==> src/rtl/core/ssg_pkg.sv <==
// ----------------------------------------------------------------------------
// ssg_pkg
// Shared types and constants for the scheduled source gate.
// ----------------------------------------------------------------------------
package ssg_pkg;

  // Default render quantum length in sample frames
  localparam int unsigned QUANTUM_FRAMES_DEF = 128;

  // Width of a frame time on the request channel
  localparam int unsigned FRAME_W = 63;

  // Width of the per-quantum frame counts on the result channel
  localparam int unsigned COUNT_W = 8;

  // Request codes
  typedef enum logic [1:0] {
    OP_START   = 2'd0,
    OP_STOP    = 2'd1,
    OP_RESET   = 2'd2,
    OP_QUANTUM = 2'd3
  } opcode_e;

  // One request
  typedef struct packed {
    opcode_e                    opcode;
    logic signed [FRAME_W-1:0]  time_frame;
  } item_t;

  // Input stage contents handed to the evaluation stage
  typedef struct packed {
    logic  valid;
    item_t item;
  } stage_t;

  // One result
  typedef struct packed {
    logic               accepted;
    logic [COUNT_W-1:0] lead_offset;
    logic [COUNT_W-1:0] active_frames;
    logic [COUNT_W-1:0] tail_start;
    logic               ended;
    logic [1:0]         play_state;
  } result_t;

endpackage

==> src/rtl/core/ssg_in_stage.sv <==
// ----------------------------------------------------------------------------
// ssg_in_stage
// Input register: captures one request per cycle and holds it while the
// evaluation stage is blocked by a stalled result.
// ----------------------------------------------------------------------------
module ssg_in_stage (
  input  logic             clk_i,
  input  logic             rst_ni,
  input  logic             in_valid_i,
  output logic             in_stall_o,
  input  logic [1:0]       opcode_i,
  input  logic signed [ssg_pkg::FRAME_W-1:0] time_frame_i,
  input  logic             adv_i,
  output ssg_pkg::stage_t  stage_o
);
  import ssg_pkg::*;

  logic  valid_q, valid_d;
  item_t item_q, item_d;
  logic  take;

  // Stall only while holding a request that cannot move on
  assign in_stall_o = valid_q & ~adv_i;
  assign take       = in_valid_i & ~in_stall_o;

  always_comb begin
    valid_d = valid_q;
    item_d  = item_q;
    if (adv_i || !valid_q) begin
      valid_d = in_valid_i;
    end
    if (take) begin
      item_d.opcode     = opcode_e'(opcode_i);
      item_d.time_frame = time_frame_i;
    end
  end

  // Control bit
  always_ff @(posedge clk_i or negedge rst_ni) begin
    if (!rst_ni) begin
      valid_q <= 1'b0;
    end else begin
      valid_q <= valid_d;
    end
  end

  // Payload
  always_ff @(posedge clk_i) begin
    item_q <= item_d;
  end

  assign stage_o.valid = valid_q;
  assign stage_o.item  = item_q;

endmodule

==> src/rtl/core/ssg_sched.sv <==
// ----------------------------------------------------------------------------
// ssg_sched
// Scheduling state and per-request evaluation. Applies pending start and
// stop times at each quantum, works out the silent lead, sounding frames and
// silent tail, and registers the result.
// ----------------------------------------------------------------------------
module ssg_sched #(
  parameter int unsigned QuantumFrames = ssg_pkg::QUANTUM_FRAMES_DEF
) (
  input  logic              clk_i,
  input  logic              rst_ni,
  input  logic              load_i,
  input  ssg_pkg::item_t    item_i,
  output ssg_pkg::result_t  res_o
);
  import ssg_pkg::*;

  // Frame offsets inside one quantum stay below QuantumFrames
  localparam int unsigned CntW = $clog2(QuantumFrames + 1);
  localparam int unsigned OutW = (CntW > COUNT_W) ? CntW : COUNT_W;
  localparam logic [CntW-1:0] QCnt = CntW'(QuantumFrames);
  localparam logic [OutW-1:0] QOut = OutW'(QuantumFrames);
  localparam logic signed [63:0] QWide = 64'(QuantumFrames);

  typedef enum logic [1:0] {
    MODE_UNSCHED = 2'd0,
    MODE_SCHED   = 2'd1,
    MODE_PLAY    = 2'd2,
    MODE_DONE    = 2'd3
  } mode_e;

  mode_e                     mode_q, mode_d;
  logic signed [FRAME_W-1:0] start_at_q, start_at_d;
  logic signed [FRAME_W-1:0] stop_at_q, stop_at_d;
  logic                      stop_known_q, stop_known_d;
  logic signed [FRAME_W-1:0] pend_start_q, pend_start_d;
  logic                      pend_start_v_q, pend_start_v_d;
  logic signed [FRAME_W-1:0] pend_stop_q, pend_stop_d;
  logic                      pend_stop_v_q, pend_stop_v_d;
  result_t                   res_q, res_d;

  logic signed [63:0] qs, qe, start_w, stop_w;
  logic signed [63:0] off_diff, zs_diff;
  logic [CntW-1:0]    off, zs;
  logic [OutW-1:0]    lead, act, tail;
  logic               acc, ended, in_quantum;
  logic               neg_t;

  // Evaluate one request against the current state
  always_comb begin
    mode_d         = mode_q;
    start_at_d     = start_at_q;
    stop_at_d      = stop_at_q;
    stop_known_d   = stop_known_q;
    pend_start_d   = pend_start_q;
    pend_start_v_d = pend_start_v_q;
    pend_stop_d    = pend_stop_q;
    pend_stop_v_d  = pend_stop_v_q;

    acc   = 1'b1;
    ended = 1'b0;
    lead  = '0;
    act   = '0;
    tail  = QOut;
    neg_t = item_i.time_frame[FRAME_W-1];

    qs = 64'(item_i.time_frame);
    qe = qs + QWide;

    // Quantum sees the freshly applied times
    start_w  = pend_start_v_q ? 64'(pend_start_q) : 64'(start_at_q);
    stop_w   = pend_stop_v_q ? 64'(pend_stop_q) : 64'(stop_at_q);
    off_diff = start_w - qs;
    zs_diff  = stop_w - qs;
    off      = (start_w > qs) ? off_diff[CntW-1:0] : '0;
    zs       = zs_diff[CntW-1:0];
    in_quantum = 1'b0;

    unique case (item_i.opcode)
      OP_START: begin
        if (mode_q == MODE_PLAY || neg_t) begin
          acc = 1'b0;
        end else begin
          pend_start_d   = item_i.time_frame;
          pend_start_v_d = 1'b1;
          stop_known_d   = 1'b0;
          mode_d         = MODE_SCHED;
        end
      end
      OP_STOP: begin
        pend_stop_d   = neg_t ? '0 : item_i.time_frame;
        pend_stop_v_d = 1'b1;
      end
      OP_RESET: begin
        pend_stop_v_d = 1'b0;
        mode_d        = MODE_UNSCHED;
      end
      OP_QUANTUM: begin
        stop_at_d      = FRAME_W'(stop_w);
        start_at_d     = FRAME_W'(start_w);
        stop_known_d   = stop_known_q | pend_stop_v_q;
        pend_start_v_d = 1'b0;
        pend_stop_v_d  = 1'b0;

        // Stop already reached: finish silently
        if (stop_known_d && stop_w <= qs) begin
          ended  = (mode_q != MODE_DONE);
          mode_d = MODE_DONE;
        end

        // Sounding part of the quantum
        if (!(mode_d == MODE_UNSCHED || mode_d == MODE_DONE || start_w >= qe)) begin
          if (mode_d == MODE_SCHED) begin
            mode_d = MODE_PLAY;
          end
          lead = OutW'(off);
          act  = OutW'(QCnt - off);
          in_quantum = stop_known_d && (stop_w >= qs) && (stop_w < qe);
          // Stop inside the quantum: silent tail from the stop frame
          if (in_quantum) begin
            act    = (zs >= off) ? OutW'(zs - off) : '0;
            tail   = OutW'(zs);
            ended  = ended | (mode_d != MODE_DONE);
            mode_d = MODE_DONE;
          end
        end
      end
      default: begin
        acc = 1'b1;
      end
    endcase

    res_d.accepted      = acc;
    res_d.lead_offset   = lead[COUNT_W-1:0];
    res_d.active_frames = act[COUNT_W-1:0];
    res_d.tail_start    = tail[COUNT_W-1:0];
    res_d.ended         = ended;
    res_d.play_state    = mode_d;
  end

  // State registers
  always_ff @(posedge clk_i or negedge rst_ni) begin
    if (!rst_ni) begin
      mode_q         <= MODE_UNSCHED;
      start_at_q     <= '0;
      stop_at_q      <= '0;
      stop_known_q   <= 1'b0;
      pend_start_q   <= '0;
      pend_start_v_q <= 1'b0;
      pend_stop_q    <= '0;
      pend_stop_v_q  <= 1'b0;
    end else if (load_i) begin
      mode_q         <= mode_d;
      start_at_q     <= start_at_d;
      stop_at_q      <= stop_at_d;
      stop_known_q   <= stop_known_d;
      pend_start_q   <= pend_start_d;
      pend_start_v_q <= pend_start_v_d;
      pend_stop_q    <= pend_stop_d;
      pend_stop_v_q  <= pend_stop_v_d;
    end
  end

  // Result register
  always_ff @(posedge clk_i) begin
    if (load_i) begin
      res_q <= res_d;
    end
  end

  assign res_o = res_q;

  // An ended pulse always reports the finished state
  a_ended_done: assert property (@(posedge clk_i) disable iff (!rst_ni)
    load_i |=> (!res_q.ended || (res_q.play_state == 2'(MODE_DONE))))
    else $error("ended pulse without finished state");

  // Only quanta carry sounding frames
  a_idle_counts: assert property (@(posedge clk_i) disable iff (!rst_ni)
    (load_i && item_i.opcode != OP_QUANTUM) |=> (res_q.active_frames == '0))
    else $error("non-quantum request reported active frames");

  // A quantum consumes every pending time
  a_pend_clear: assert property (@(posedge clk_i) disable iff (!rst_ni)
    (load_i && item_i.opcode == OP_QUANTUM) |=> (!pend_start_v_q && !pend_stop_v_q))
    else $error("pending time survived a quantum");

  // Start while playing is refused and leaves the mode alone
  a_start_refused: assert property (@(posedge clk_i) disable iff (!rst_ni)
    (load_i && item_i.opcode == OP_START && mode_q == MODE_PLAY)
      |=> (!res_q.accepted && mode_q == MODE_PLAY))
    else $error("start accepted while playing");

endmodule

==> src/rtl/core/scheduled_source_gate.sv <==
// ----------------------------------------------------------------------------
// scheduled_source_gate
// Playback gate for a scheduled audio source. Requests are start, stop,
// reset and render quantum, with times already given in sample frames.
// Start and stop are held pending and applied at the next quantum; each
// quantum request returns the silent lead, the count of sounding frames,
// the frame where the silent tail starts and a pulse on entry to finished.
// Every request yields exactly one result. The block takes one request per
// clock cycle while the result side does not stall: an accepted request
// sits in the input register while the evaluation logic settles, and the
// result register then captures the result. Each request is evaluated
// combinationally against the state left by the one before it. A stalled
// result holds the result register and a request in the input register,
// so the request side stalls once the input register is full.
// ----------------------------------------------------------------------------
module scheduled_source_gate #(
  parameter int unsigned QuantumFrames = ssg_pkg::QUANTUM_FRAMES_DEF
) (
  input  logic                                clk_i,
  input  logic                                rst_ni,
  // Request channel
  input  logic                                in_valid_i,
  output logic                                in_stall_o,
  input  logic [1:0]                          opcode_i,
  input  logic signed [ssg_pkg::FRAME_W-1:0]  time_frame_i,
  // Result channel
  output logic                                out_valid_o,
  input  logic                                out_stall_i,
  output logic                                accepted_o,
  output logic [ssg_pkg::COUNT_W-1:0]         lead_offset_o,
  output logic [ssg_pkg::COUNT_W-1:0]         active_frames_o,
  output logic [ssg_pkg::COUNT_W-1:0]         tail_start_o,
  output logic                                ended_o,
  output logic [1:0]                          play_state_o
);
  import ssg_pkg::*;

  stage_t  stage;
  result_t res;
  logic    out_valid_q, out_valid_d;
  logic    out_ready;
  logic    load;

  // Result register can take a new result when empty or being drained
  assign out_ready   = ~out_valid_q | ~out_stall_i;
  assign load        = stage.valid & out_ready;
  assign out_valid_d = out_ready ? stage.valid : 1'b1;

  ssg_in_stage u_in_stage (
    .clk_i        (clk_i),
    .rst_ni       (rst_ni),
    .in_valid_i   (in_valid_i),
    .in_stall_o   (in_stall_o),
    .opcode_i     (opcode_i),
    .time_frame_i (time_frame_i),
    .adv_i        (out_ready),
    .stage_o      (stage)
  );

  ssg_sched #(
    .QuantumFrames (QuantumFrames)
  ) u_sched (
    .clk_i  (clk_i),
    .rst_ni (rst_ni),
    .load_i (load),
    .item_i (stage.item),
    .res_o  (res)
  );

  // Result valid flag
  always_ff @(posedge clk_i or negedge rst_ni) begin
    if (!rst_ni) begin
      out_valid_q <= 1'b0;
    end else begin
      out_valid_q <= out_valid_d;
    end
  end

  assign out_valid_o     = out_valid_q;
  assign accepted_o      = res.accepted;
  assign lead_offset_o   = res.lead_offset;
  assign active_frames_o = res.active_frames;
  assign tail_start_o    = res.tail_start;
  assign ended_o         = res.ended;
  assign play_state_o    = res.play_state;

endmodule

==> config.mk <==
export PLATFORM = sky130hd
export DESIGN_NAME = scheduled_source_gate
export DESIGN_NICKNAME = d
export VERILOG_FILES = /design/src/rtl/core/ssg_pkg.sv /design/src/rtl/core/ssg_in_stage.sv /design/src/rtl/core/ssg_sched.sv /design/src/rtl/core/scheduled_source_gate.sv
export SDC_FILE = /design/constraint.sdc
export NUM_CORES = 1
export LEC_CHECK = 0
export BUFFER_PORTS_ARGS = -buffer_cell sky130_fd_sc_hd__buf_4
export CAP_MARGIN = 20
export CORE_MARGIN = 4
export CORE_UTILIZATION = 42
export DETAILED_ROUTE_END_ITERATION = 10
export SYNTH_ARGS = -nofsm -noshare
export SYNTH_HDL_FRONTEND = slang
export SYNTH_SLANG_ARGS = --single-unit
==> constraint.sdc <==
create_clock -name clk_i -period 14.77 [get_ports clk_i]
set_input_delay 2.2155 -clock clk_i [delete_from_list [all_inputs] [get_ports clk_i]]
set_output_delay 2.2155 -clock clk_i [all_outputs]
set_load 0.02 [all_outputs]
**Yosys cells after proc, flatten, opt, wreduce, memory -nomap -nowiden**

Cells that the tools add are included.

- Register bits after elaboration: 352
- Bits of input ports: 69
- Output and inout port bits: 30
- Logic and storage cells: 97

- Add/subtract/negate cells: 5
- Magnitude comparators: 6
- Eq/ne operators: 9
- Muxes and demuxes: 26
- Bitwise logic cells: 13
- Reductions and logical operators: 20

Operators with widths:

| kind | count |
|---|---|
| two-way mux 64 bit | 2 |
| adder 63 x 9 -> 64 bit, second input constant | 1 |
| >= comparator 64 x 63 -> 1 bit | 1 |
| >= comparator 64 bit | 1 |
| > comparator 64 x 63 -> 1 bit | 1 |
| less-or-equal comparator 64 x 63 -> 1 bit | 1 |
| less-than comparator 64 bit | 1 |
| two-way mux 62 bit | 1 |
| two-way mux 8 bit | 3 |
| subtractor 8 bit | 3 |
| two-way mux 2 bit | 8 |
| == test 2 bit, second input constant | 4 |
| >= comparator 8 bit | 1 |
| two-way mux 1 bit | 8 |
| subtractor 8 bit, first input constant | 1 |
| inverter 1 bit | 7 |
| != test 2 bit, second input constant | 3 |
| case mux 1 bit (2 select lines) | 3 |
| case mux 2 bit (3 select lines) | 1 |
| AND reduction 2 bit | 3 |
| AND reduction 3 bit | 2 |
| == test 2 x 1 -> 1 bit, second input constant | 2 |
| logical NOT 2 bit | 2 |
| logical OR 1 bit | 4 |
| 7 further kinds | 15 |

**Logic depth before layout (Yosys ltp)**

Gate-level depths: netlist of run 1.

- Depth after elaboration: 14
- Depth in mapped cells: 26
- Depth with buffers taken out: 22

**By module**

Synthesis of run 1 repeated with hierarchy kept, for this count alone.

- Cells, all modules: 2209
- Area, all modules: 21745.9 um^2

Modules (own cells, without submodules):

| module | times used | cells an instance | area an instance (um^2) | sequential area each (um^2) |
|---|---|---|---|---|
| ssg_sched | 1 | 2134 | 19681.4 | 7247.0 |
| ssg_in_stage | 1 | 71 | 2016.9 | 1976.9 |
| scheduled_source_gate | 1 | 4 | 47.5 | 25.0 |

**Worst setup path after synthesis of run 1**

No wires, ideal clock.

- Kind: reg2reg
- Start: reg u_sched.pend_start_v_q
- End: reg u_sched.res_q, in the netlist u_sched.res_o[17] (data pin)
- Setup time: 0.268 ns
- Data arrival time: 5.646 ns
- Data required time: 14.502 ns
- Slack: 8.856 ns
- Cell stages (with the launch flop): 23
- Buffers on the path: 3
- Clock period less this slack: 5.914 ns
- Cells stage by stage: dfrtp_1 clkbuf_1 clkbuf_1 mux2_2 ha_1 nand4_2 or4_4 or4_1 o211a_1 and3_4 buf_6 or3_1 inv_1 ha_1 fa_1 inv_1 a21oi_1 nor2_1 or4_2 o21ai_1 nor3_1 a311oi_1 o22ai_1

- Cells in the longest elaborated chain, start to end: 6
- Elaborated cells on any way between the ends: 12
- Classes of those cells: add/sub (3); order compare (3); mux (4); reduce/logical (2)

Ends and longest elaborated chain:

| item | line | source |
|---|---|---|
| start, declared | ssg_sched.sv:37 | `logic pend_start_v_q, pend_start_v_d;` |
| start signal, assigned | ssg_sched.sv:158 | `pend_start_v_q <= pend_start_v_d;` |
| two-way mux 64 bit * | ssg_sched.sv:71 | `start_w = pend_start_v_q ? 64'(pend_start_q) : 64'(start_at_q);` |
| via u_sched.start_w[46] | ssg_sched.sv:42 | `logic signed [63:0] qs, qe, start_w, stop_w;` |
| > comparator 64 x 63 -> 1 bit * | ssg_sched.sv:75 | `off = (start_w > qs) ? off_diff[CntW-1:0] : '0;` |
| two-way mux 8 bit * | ssg_sched.sv:75 |  |
| via u_sched.off[0] | ssg_sched.sv:44 | `logic [CntW-1:0] off, zs;` |
| subtractor 8 bit or >= comparator 8 bit (tied branches) | ssg_sched.sv:121 | `act = (zs >= off) ? OutW'(zs - off) : '0;` |
| two-way mux 8 bit | ssg_sched.sv:121 |  |
| two-way mux 8 bit * | ssg_sched.sv:120 | `if (in_quantum) begin` |
| end signal, assigned | ssg_sched.sv:167 | `res_q <= res_d;` |
| end, declared | ssg_sched.sv:40 | `result_t res_q, res_d;` |

The timed path passes the listed nets; every way through them passes the cells marked *.
A chain may end at the register's enable or synchronous reset.

**Final worst setup path of run 1**

- Start: reg u_in_stage.item_q, in the netlist u_in_stage.stage_o[13]
- End: reg u_sched.res_q, in the netlist u_sched.res_o[10] (data pin)

- Cells in the longest elaborated chain, start to end: 8
- Elaborated cells on any way between the ends: 16
- Classes of those cells: add/sub (1); order compare (4); eq/ne (1); mux (2); bitwise (1); reduce/logical (7)

Ends and longest elaborated chain:

| item | line | source |
|---|---|---|
| start, declared | ssg_in_stage.sv:19 | `item_t item_q, item_d;` |
| start signal, assigned | ssg_in_stage.sv:49 | `item_q <= item_d;` |
| branches (longest 7 deep; another with adder 63 x 9 -> 64 bit) | -- |  |
| OR reduction 3 bit (no line) * | -- |  |

Every way passes the cells marked *. The select of a mux whose other input is x is not followed.

==> reports/qor.txt, run 1 <==
Worst R2R Start: u_in_stage.stage_o[13]$_DFFE_PP_
# hold bufs at CTS: 0
Crit path cell chain: inv_1 -> nor4_1 -> and3_1 -> and4_1 -> and4_1 -> nand3_1 -> nor3_1 -> inv_1 -> or3_1 -> xnor2_1 -> ha_1 -> nand4_1 -> nor4b_1 -> nand2_1 -> nor4_1 -> and2_1 -> a221oi_1 -> xor2_1 -> nor2_1 -> nand3_1 -> or3_1
Total die area: 55100 um2
Synth area leaders: dfrtp_1, mux2_2, ha_1, edfxtp_1, nand2_1
Maximum clock insertion buffer count: 3
Worst Path Arrival: 7.58 ns
CP Class: reg2reg
Core area: 50500 um2
Crit-path max cell delay: 0.69 ns
Main combinational cell family by area after synthesis: multiplexers
Post-Syn Area: 21600 um2
WP buf/inv: 2
Async SR Flop Fraction: 73.5%
Vias in the first global route: 15800
Final ANT Viol Nets: 0
Yosys warns: 0
Levels on crit path: 21
Status: finished, final reports clean
Remaining Overflow, GRT: 0
Vias: 15200
Setup TNS: 0 ns
R2R Setup Slk: 7.49 ns
Synth Flop Type: dfrtp_1
First-pass DRT Iterations: 5
Cell Rows: 82
Post-synth EDFFs: 93
Pleak: 11.1 nW
Slowest cell on the critical path: nor3_1
# IOs: 99
WL final: 55700 um
Unique masters post-synth: 74
Synth Register Bits: 351
Layout cells sized above 1: 25.3%
Via-to-Cell Ratio: 5.60
Post-synthesis compound-gate area fraction: 9.39%
Synth Area in Adders: 14.8%
Largest net degree at the start of global routing: 77
HP Class: reg2reg
Die height: 235 um
Hold WS: 0.472 ns
Layout Area Growth over Synthesis: 13.7%
Crit end category: flop
Gpl congestion: 0.877
Synth Area in Simple Gates: 10.7%
Final Hold Viols: 0
Synth top area share: 29.9%
Top cell family by delay on the critical path: simple AND/OR/NAND/NOR gates
Sequential fraction of the synthesis area: 42.9%
Avg WL per Cell: 20.5 um
Maximum vdd drop: 74.9 uV
Later-pin clock latency in the skew report: 0.58 ns
Root buffer cell: clkbuf_16
Global Route Usage Sum: 20.1%
PwrDens: 188 nW/um2
Leading area contributor after synthesis: dfrtp_1
First-pass GRT wire length: 89800 um
Die Wd: 235 um
Crit path from: u_in_stage.stage_o[13]$_DFFE_PP_
Cells after Synth: 1926
Most frequent cells after synthesis: mux2_2, dfrtp_1, ha_1
Pins Over Slew Limit: 0
Startpoint Class: flop
Detailed placement HPWL: 40600 um
Buffers on Ports: 98
Post-CTS setup buffers: 0
Worst R2R End: u_sched.res_o[10]$_SDFFCE_PP1P_
Syn Nets: 2249
Initial core utilization: 42.7%
Tcrit/Tclk final: 49.3%
Multiplexer area fraction after synthesis: 16.3%
CTS Buf Count: 42
Clock-pin slew of the registers on the worst-case setup and hold paths: 0.06 ns
Critical Path RT: 15.07 ns
# nets final: 2336
RSZ-0062 raised after global routing: false
CTS tree: done
CP Max Fanout: 10
1st-iter DRT viols: 958
Crit path to: u_sched.res_o[10]$_SDFFCE_PP1P_
Initial antenna violation count: 0
Max Clk Rate: 137 MHz
Most frequent cell after synthesis: mux2_2
# resized after CTS: 0
Htree depth: 2
Slew headroom: 24.2%
Avg Cell Area, Syn: 11.2 um2
Post-Synth XOR/XNOR Area: 3.08%
Max Cap Viol: 0
Tightest Pin Transition: 1.14 ns
Setup violators final: 0
ANT cells: 0
Crit path time final: 7.28 ns
Worst Reg-to-Reg Cells: 21
Setup Skew: 0.0192 ns
DRC viols: 0
Clock Sinks: 351
[logic make-up after synthesis]
logic type | after synthesis
simple gates | 463
flops | 351
mux | 313
compound gates | 312
fa+ha+maj | 254
buf+inv | 157
xor+xnor | 76
[power by group]
group | leakage, nW | internal [W] | total, W | switching [W]
clock network | 0.751 | 0.000712 | 0.00113 | 0.000421
logic | 6.16 | 0.000926 | 0.00202 | 0.00110
registers | 4.21 | 0.00129 | 0.00146 | 0.000167
[metal layers]
| layer | vias to the layer above | GRT usage (%) | wire length [um] |
|---|---|---|---|
| li1 | 7338 | - | - |
| met1 | 7541 | 28.5 | 26900 |
| met2 | 266 | 32.7 | 25800 |
| met3 | 82 | 2.26 | 1880 |
| met4 | 0 | 5.48 | 1200 |
| met5 | - | 0 | 0 |
[sequential cells by signal, summed over array words and instances, names as in the netlist]
name                    flops
out_valid_o                 1
u_in_stage.stage_o         65
u_in_stage.valid_q          1
u_sched.mode_q              2
u_sched.pend_start_q       63
u_sched.pend_start_v_q      1
u_sched.pend_stop_q        62
u_sched.pend_stop_v_q       1
u_sched.res_o              28
u_sched.start_at_q         63
u_sched.stop_at_q          63
u_sched.stop_known_q        1
[cell type report]
class | instances | area [um2]
fillers | 4563 | 25900
multi-input cells | 1418 | 11700
flip-flops and latches | 351 | 9250
clock buffers | 58 | 1240
repair buffers | 111 | 841
well taps | 672 | 841
inverters | 89 | 334
clock inverters | 19 | 280
[cell usage in the layout (no fill, tap or decap), drive strengths merged, types with 40 or more instances in the layout]
master,Yosys,layout
nand2,162,162
o21ai,51,51
edfxtp,93,93
dfrtp,258,258
a21oi,107,107
xnor2,69,69
clkbuf,59,59
o31ai,65,65
buf,9,110
ha,251,251
nand4,40,40
nor2,64,64
nand3,57,57
mux2,308,308
inv,89,90
[how the worst min path moves through the flow]
stage	startpoint	end	cells past startpoint
after global routing	u_sched.pend_stop_q[38]$_DFFE_PN0P_	u_sched.pend_stop_q[38]$_DFFE_PN0P_	2
final	u_sched.pend_stop_q[42]$_DFFE_PN0P_	u_sched.pend_stop_q[42]$_DFFE_PN0P_	2
after detailed placement	u_sched.pend_stop_q[41]$_DFFE_PN0P_	u_sched.pend_stop_q[41]$_DFFE_PN0P_	2
after CTS	u_sched.pend_stop_q[17]$_DFFE_PN0P_	u_sched.pend_stop_q[17]$_DFFE_PN0P_	2
after global placement	u_sched.pend_stop_q[12]$_DFFE_PN0P_	u_sched.pend_stop_q[12]$_DFFE_PN0P_	2
after floorplan	u_sched.pend_stop_q[10]$_DFFE_PN0P_	u_sched.pend_stop_q[10]$_DFFE_PN0P_	2
[worst register-to-register path, delay by kind of cell, from the launching register on]
| kind | cells | cell delay (ns) |
|---|---|---|
| xor+xnor | 2 | 0.44 |
| buf+inv | 2 | 0.27 |
| fa+ha+maj | 1 | 0.33 |
| simple gates | 15 | 5.36 |
| compound gates | 1 | 0.16 |
| flops | 1 | 0.45 |
[through the flow]
stage / util, % / instance area, um2 / power (W) / setup WS (ns) / std cells
2_1_floorplan: - / 21600 / 0.00295 / 8.86 / 1926
3_3_place_gp: 45.6 / 23000 / 0.00343 / 7.30 / 2640
3_5_place_dp: 45.6 / 23000 / 0.00348 / 7.10 / 2640
4_1_cts: 48.6 / 24500 / 0.00464 / 7.07 / 2717
5_1_grt: 48.6 / 24500 / 0.00497 / 6.98 / 2718
6_report: 48.6 / 24500 / 0.00461 / 7.49 / 2718
Power figures use the tool's default switching activity.
==> run 2, diff against run 1 <==
clock period = 6.2 ns   (was 14.77 ns; I/O delays follow)
==> run 2 against run 1 <==
Compared with the run above:
- register-to-register slack worse by 7.3 ns
- maximum frequency up 22%
- wire length down 0.56%
- combinational power up 140%
- clock skew down 0.00087 ns
- critical path depth down 1
- first-iteration DRC count down 19%
- clock power up 140%
- flip-flop and latch count unchanged
- highest routed layer unchanged
- setup slack worse by 7.3 ns
- total power up 140%
==> reports/qor.txt, run 2 (synthesis results as in run 1) <==
Max Clk Rate: 168 MHz (+22%)
ANT cells: 0 (unchanged)
WL met2: 25700 um (-0.23%)
Slew headroom: 31.5% (+7.3 points)
Setup Skew: 0.0183 ns (-0.000872 ns)
Via-to-Cell Ratio: 5.58 (-0.39%)
Placed cell areas: 23200 um2 (+0.97%)
Final Hold Viols: 0 (unchanged)
Final ANT Viol Nets: 0 (unchanged)
CP Class: reg2reg
Core area: 50500 um2 (unchanged)
Root buffer cell: clkbuf_16
Total die area: 55100 um2 (unchanged)
Vias: 15300 (+0.49%)
Setup TNS: 0 ns (unchanged)
1st-iter DRT viols: 776 (-19%)
Vias in the first global route: 15900 (+0.59%)
Maximum clock insertion buffer count: 3 (unchanged)
# IOs: 99 (unchanged)
Largest net degree at the start of global routing: 165 (+110%)
Avg WL per Cell: 20.2 um (-1.4%)
Largest register FFs: 65 (unchanged)
Most common cell after layout, fill and taps aside: mux2_2
Die Wd: 235 um (unchanged)
First-pass GRT wire length: 88800 um (-1.0%)
Routed wl met3: 2040 um (+9.0%)
Setup violators final: 0 (unchanged)
Status: finished, final reports clean
# nets final: 2359 (+0.98%)
PwrDens: 447 nW/um2 (+140%)
Critical Path RT: 6.51 ns (-8.56 ns)
Crit path from: u_sched.pend_start_v_q$_DFFE_PN0P_
DP Worst Slack: 0.125 ns (-6.97 ns)
Design Area, Final: 24800 um2 (+1.1%)
DRC viols: 0 (unchanged)
Layout cells sized above 1: 26.1% (+0.82 points)
Maximum vdd drop: 186 uV (+150%)
Worst Path Arrival: 6.27 ns (-1.31 ns)
Highest Signal Layer: met4
HP Class: in2async
Clock-pin slew of the registers on the worst-case setup and hold paths: 0.06 ns (about the same)
PnR worst setup slack: 0.232 ns (-7.26 ns)
Crit path time final: 5.97 ns (-1.31 ns)
Core utilization of the finished layout: 49.2% (+0.55 points)
Gpl congestion: 0.894 (+1.9%)
CTS tree: done
CP Max Fanout: 35 (+25)
Global Route Usage Sum: 19.8% (-0.22 points)
Pins Over Slew Limit: 0 (unchanged)
Initial core utilization: 42.7% (unchanged)
Commonest cells after routing, fill and taps aside: mux2_2, dfrtp_1, ha_1, nand2_1, buf_4
Pleak: 11.2 nW (+1.1%)
Cell Rows: 82 (unchanged)
Htree depth: 2 (unchanged)
Buffers on Ports: 98 (unchanged)
Tightest Pin Transition: 1.03 ns (-0.109 ns)
Startpoint Class: flop
First-pass DRT Iterations: 5 (unchanged)
Tcrit/Tclk final: 96.3% (+47 points)
Crit end category: flop
Clock Sinks: 351 (unchanged)
Worst R2R Start: u_sched.pend_start_v_q$_DFFE_PN0P_
WL final: 55400 um (-0.56%)
Initial antenna violation count: 0 (unchanged)
CTS Buf Count: 43 (+2.4%)
Die height: 235 um (unchanged)
Routed metal-1 wirelength: 26100 um (-3.1%)
Layout Area Growth over Synthesis: 15.0%
Remaining Overflow, GRT: 0 (unchanged)
Max Cap Viol: 0 (unchanged)
Detailed placement HPWL: 40200 um (-0.91%)
R2R Setup Slk: 0.23 ns (-7.26 ns)
Later-pin clock latency in the skew report: 0.57 ns (about the same)
run 2: cell count changes in the layout (fill, tap and decap cells not counted), sizes merged:
cell      change
clkinvlp      +1
buf          +23
bufinv        +2
clkinv        -2
run 2: layer usage:
metal | track usage (%) | vias up
met4 | 6.46 | 0
met3 | 2.93 | 98
li1 | - | 7393
met5 | 0 | -
met1 | 27.4 | 7547
met2 | 32.3 | 264
run 2: area by class of cell:
type	instances	area, um2
fillers	4542	25700
repair buffers	133	1060
clock inverters	20	339
clock buffers	59	1200
multi-input cells	1418	11800
flip-flops and latches	351	9250
well taps	672	841
inverters	89	334
run 2: worst paths after layout:
kind | depth (start not counted) | endpoint
min in group clk_i | 2 | u_sched.pend_stop_q[21]$_DFFE_PN0P_
worst max register to register | 20 | u_sched.res_o[17]$_SDFFCE_PP0P_
max in group asynchronous | 2 | u_sched.pend_stop_v_q$_DFFE_PN0P_
worst min register to register | 2 | u_sched.pend_stop_q[21]$_DFFE_PN0P_
worst min-delay path | 1 | u_sched.pend_start_q[27]$_DFFE_PN0P_
worst max-delay path | 20 | u_sched.res_o[17]$_SDFFCE_PP0P_
run 2: report_power, final:
group          total (W)  internal [W]  switching, W
clock network    0.00274       0.00173       0.00101
logic            0.00493       0.00226       0.00267
registers        0.00343       0.00308      0.000355
total             0.0111       0.00707       0.00403
run 2: timing repair:
action,4_1_cts,5_1_grt
gates resized for setup,0,9
hold buffers,0,0
hold endpoints to repair,0,0
setup buffers,0,1
setup endpoints to repair,0,29
run 2: critical path, stage by stage, from the launching register on:
cell and delay [ns]:
dfrtp_2 0.38, buf_12 0.25, mux2_2 0.39, ha_1 0.33
nand4_2 0.17, or4_4 0.60, or4_1 0.53, o211a_1 0.27
and3_4 0.24, or3_1 0.41, inv_1 0.10, ha_1 0.20
fa_1 0.24, inv_1 0.05, a21oi_1 0.19, nor2_1 0.06
or4_2 0.56, o21ai_2 0.21, nor3_1 0.07, a311oi_1 0.29
o22ai_1 0.12
run 2: metrics by stage:
stage,std cells,power (W),hold slack (ns)
5_1_grt,2742,0.0119,0.415
3_3_place_gp,2661,0.00820,0.454
4_1_cts,2741,0.0111,0.381
2_1_floorplan,1926,0.00702,0.443
3_5_place_dp,2662,0.00833,0.464
6_report,2742,0.0111,0.354
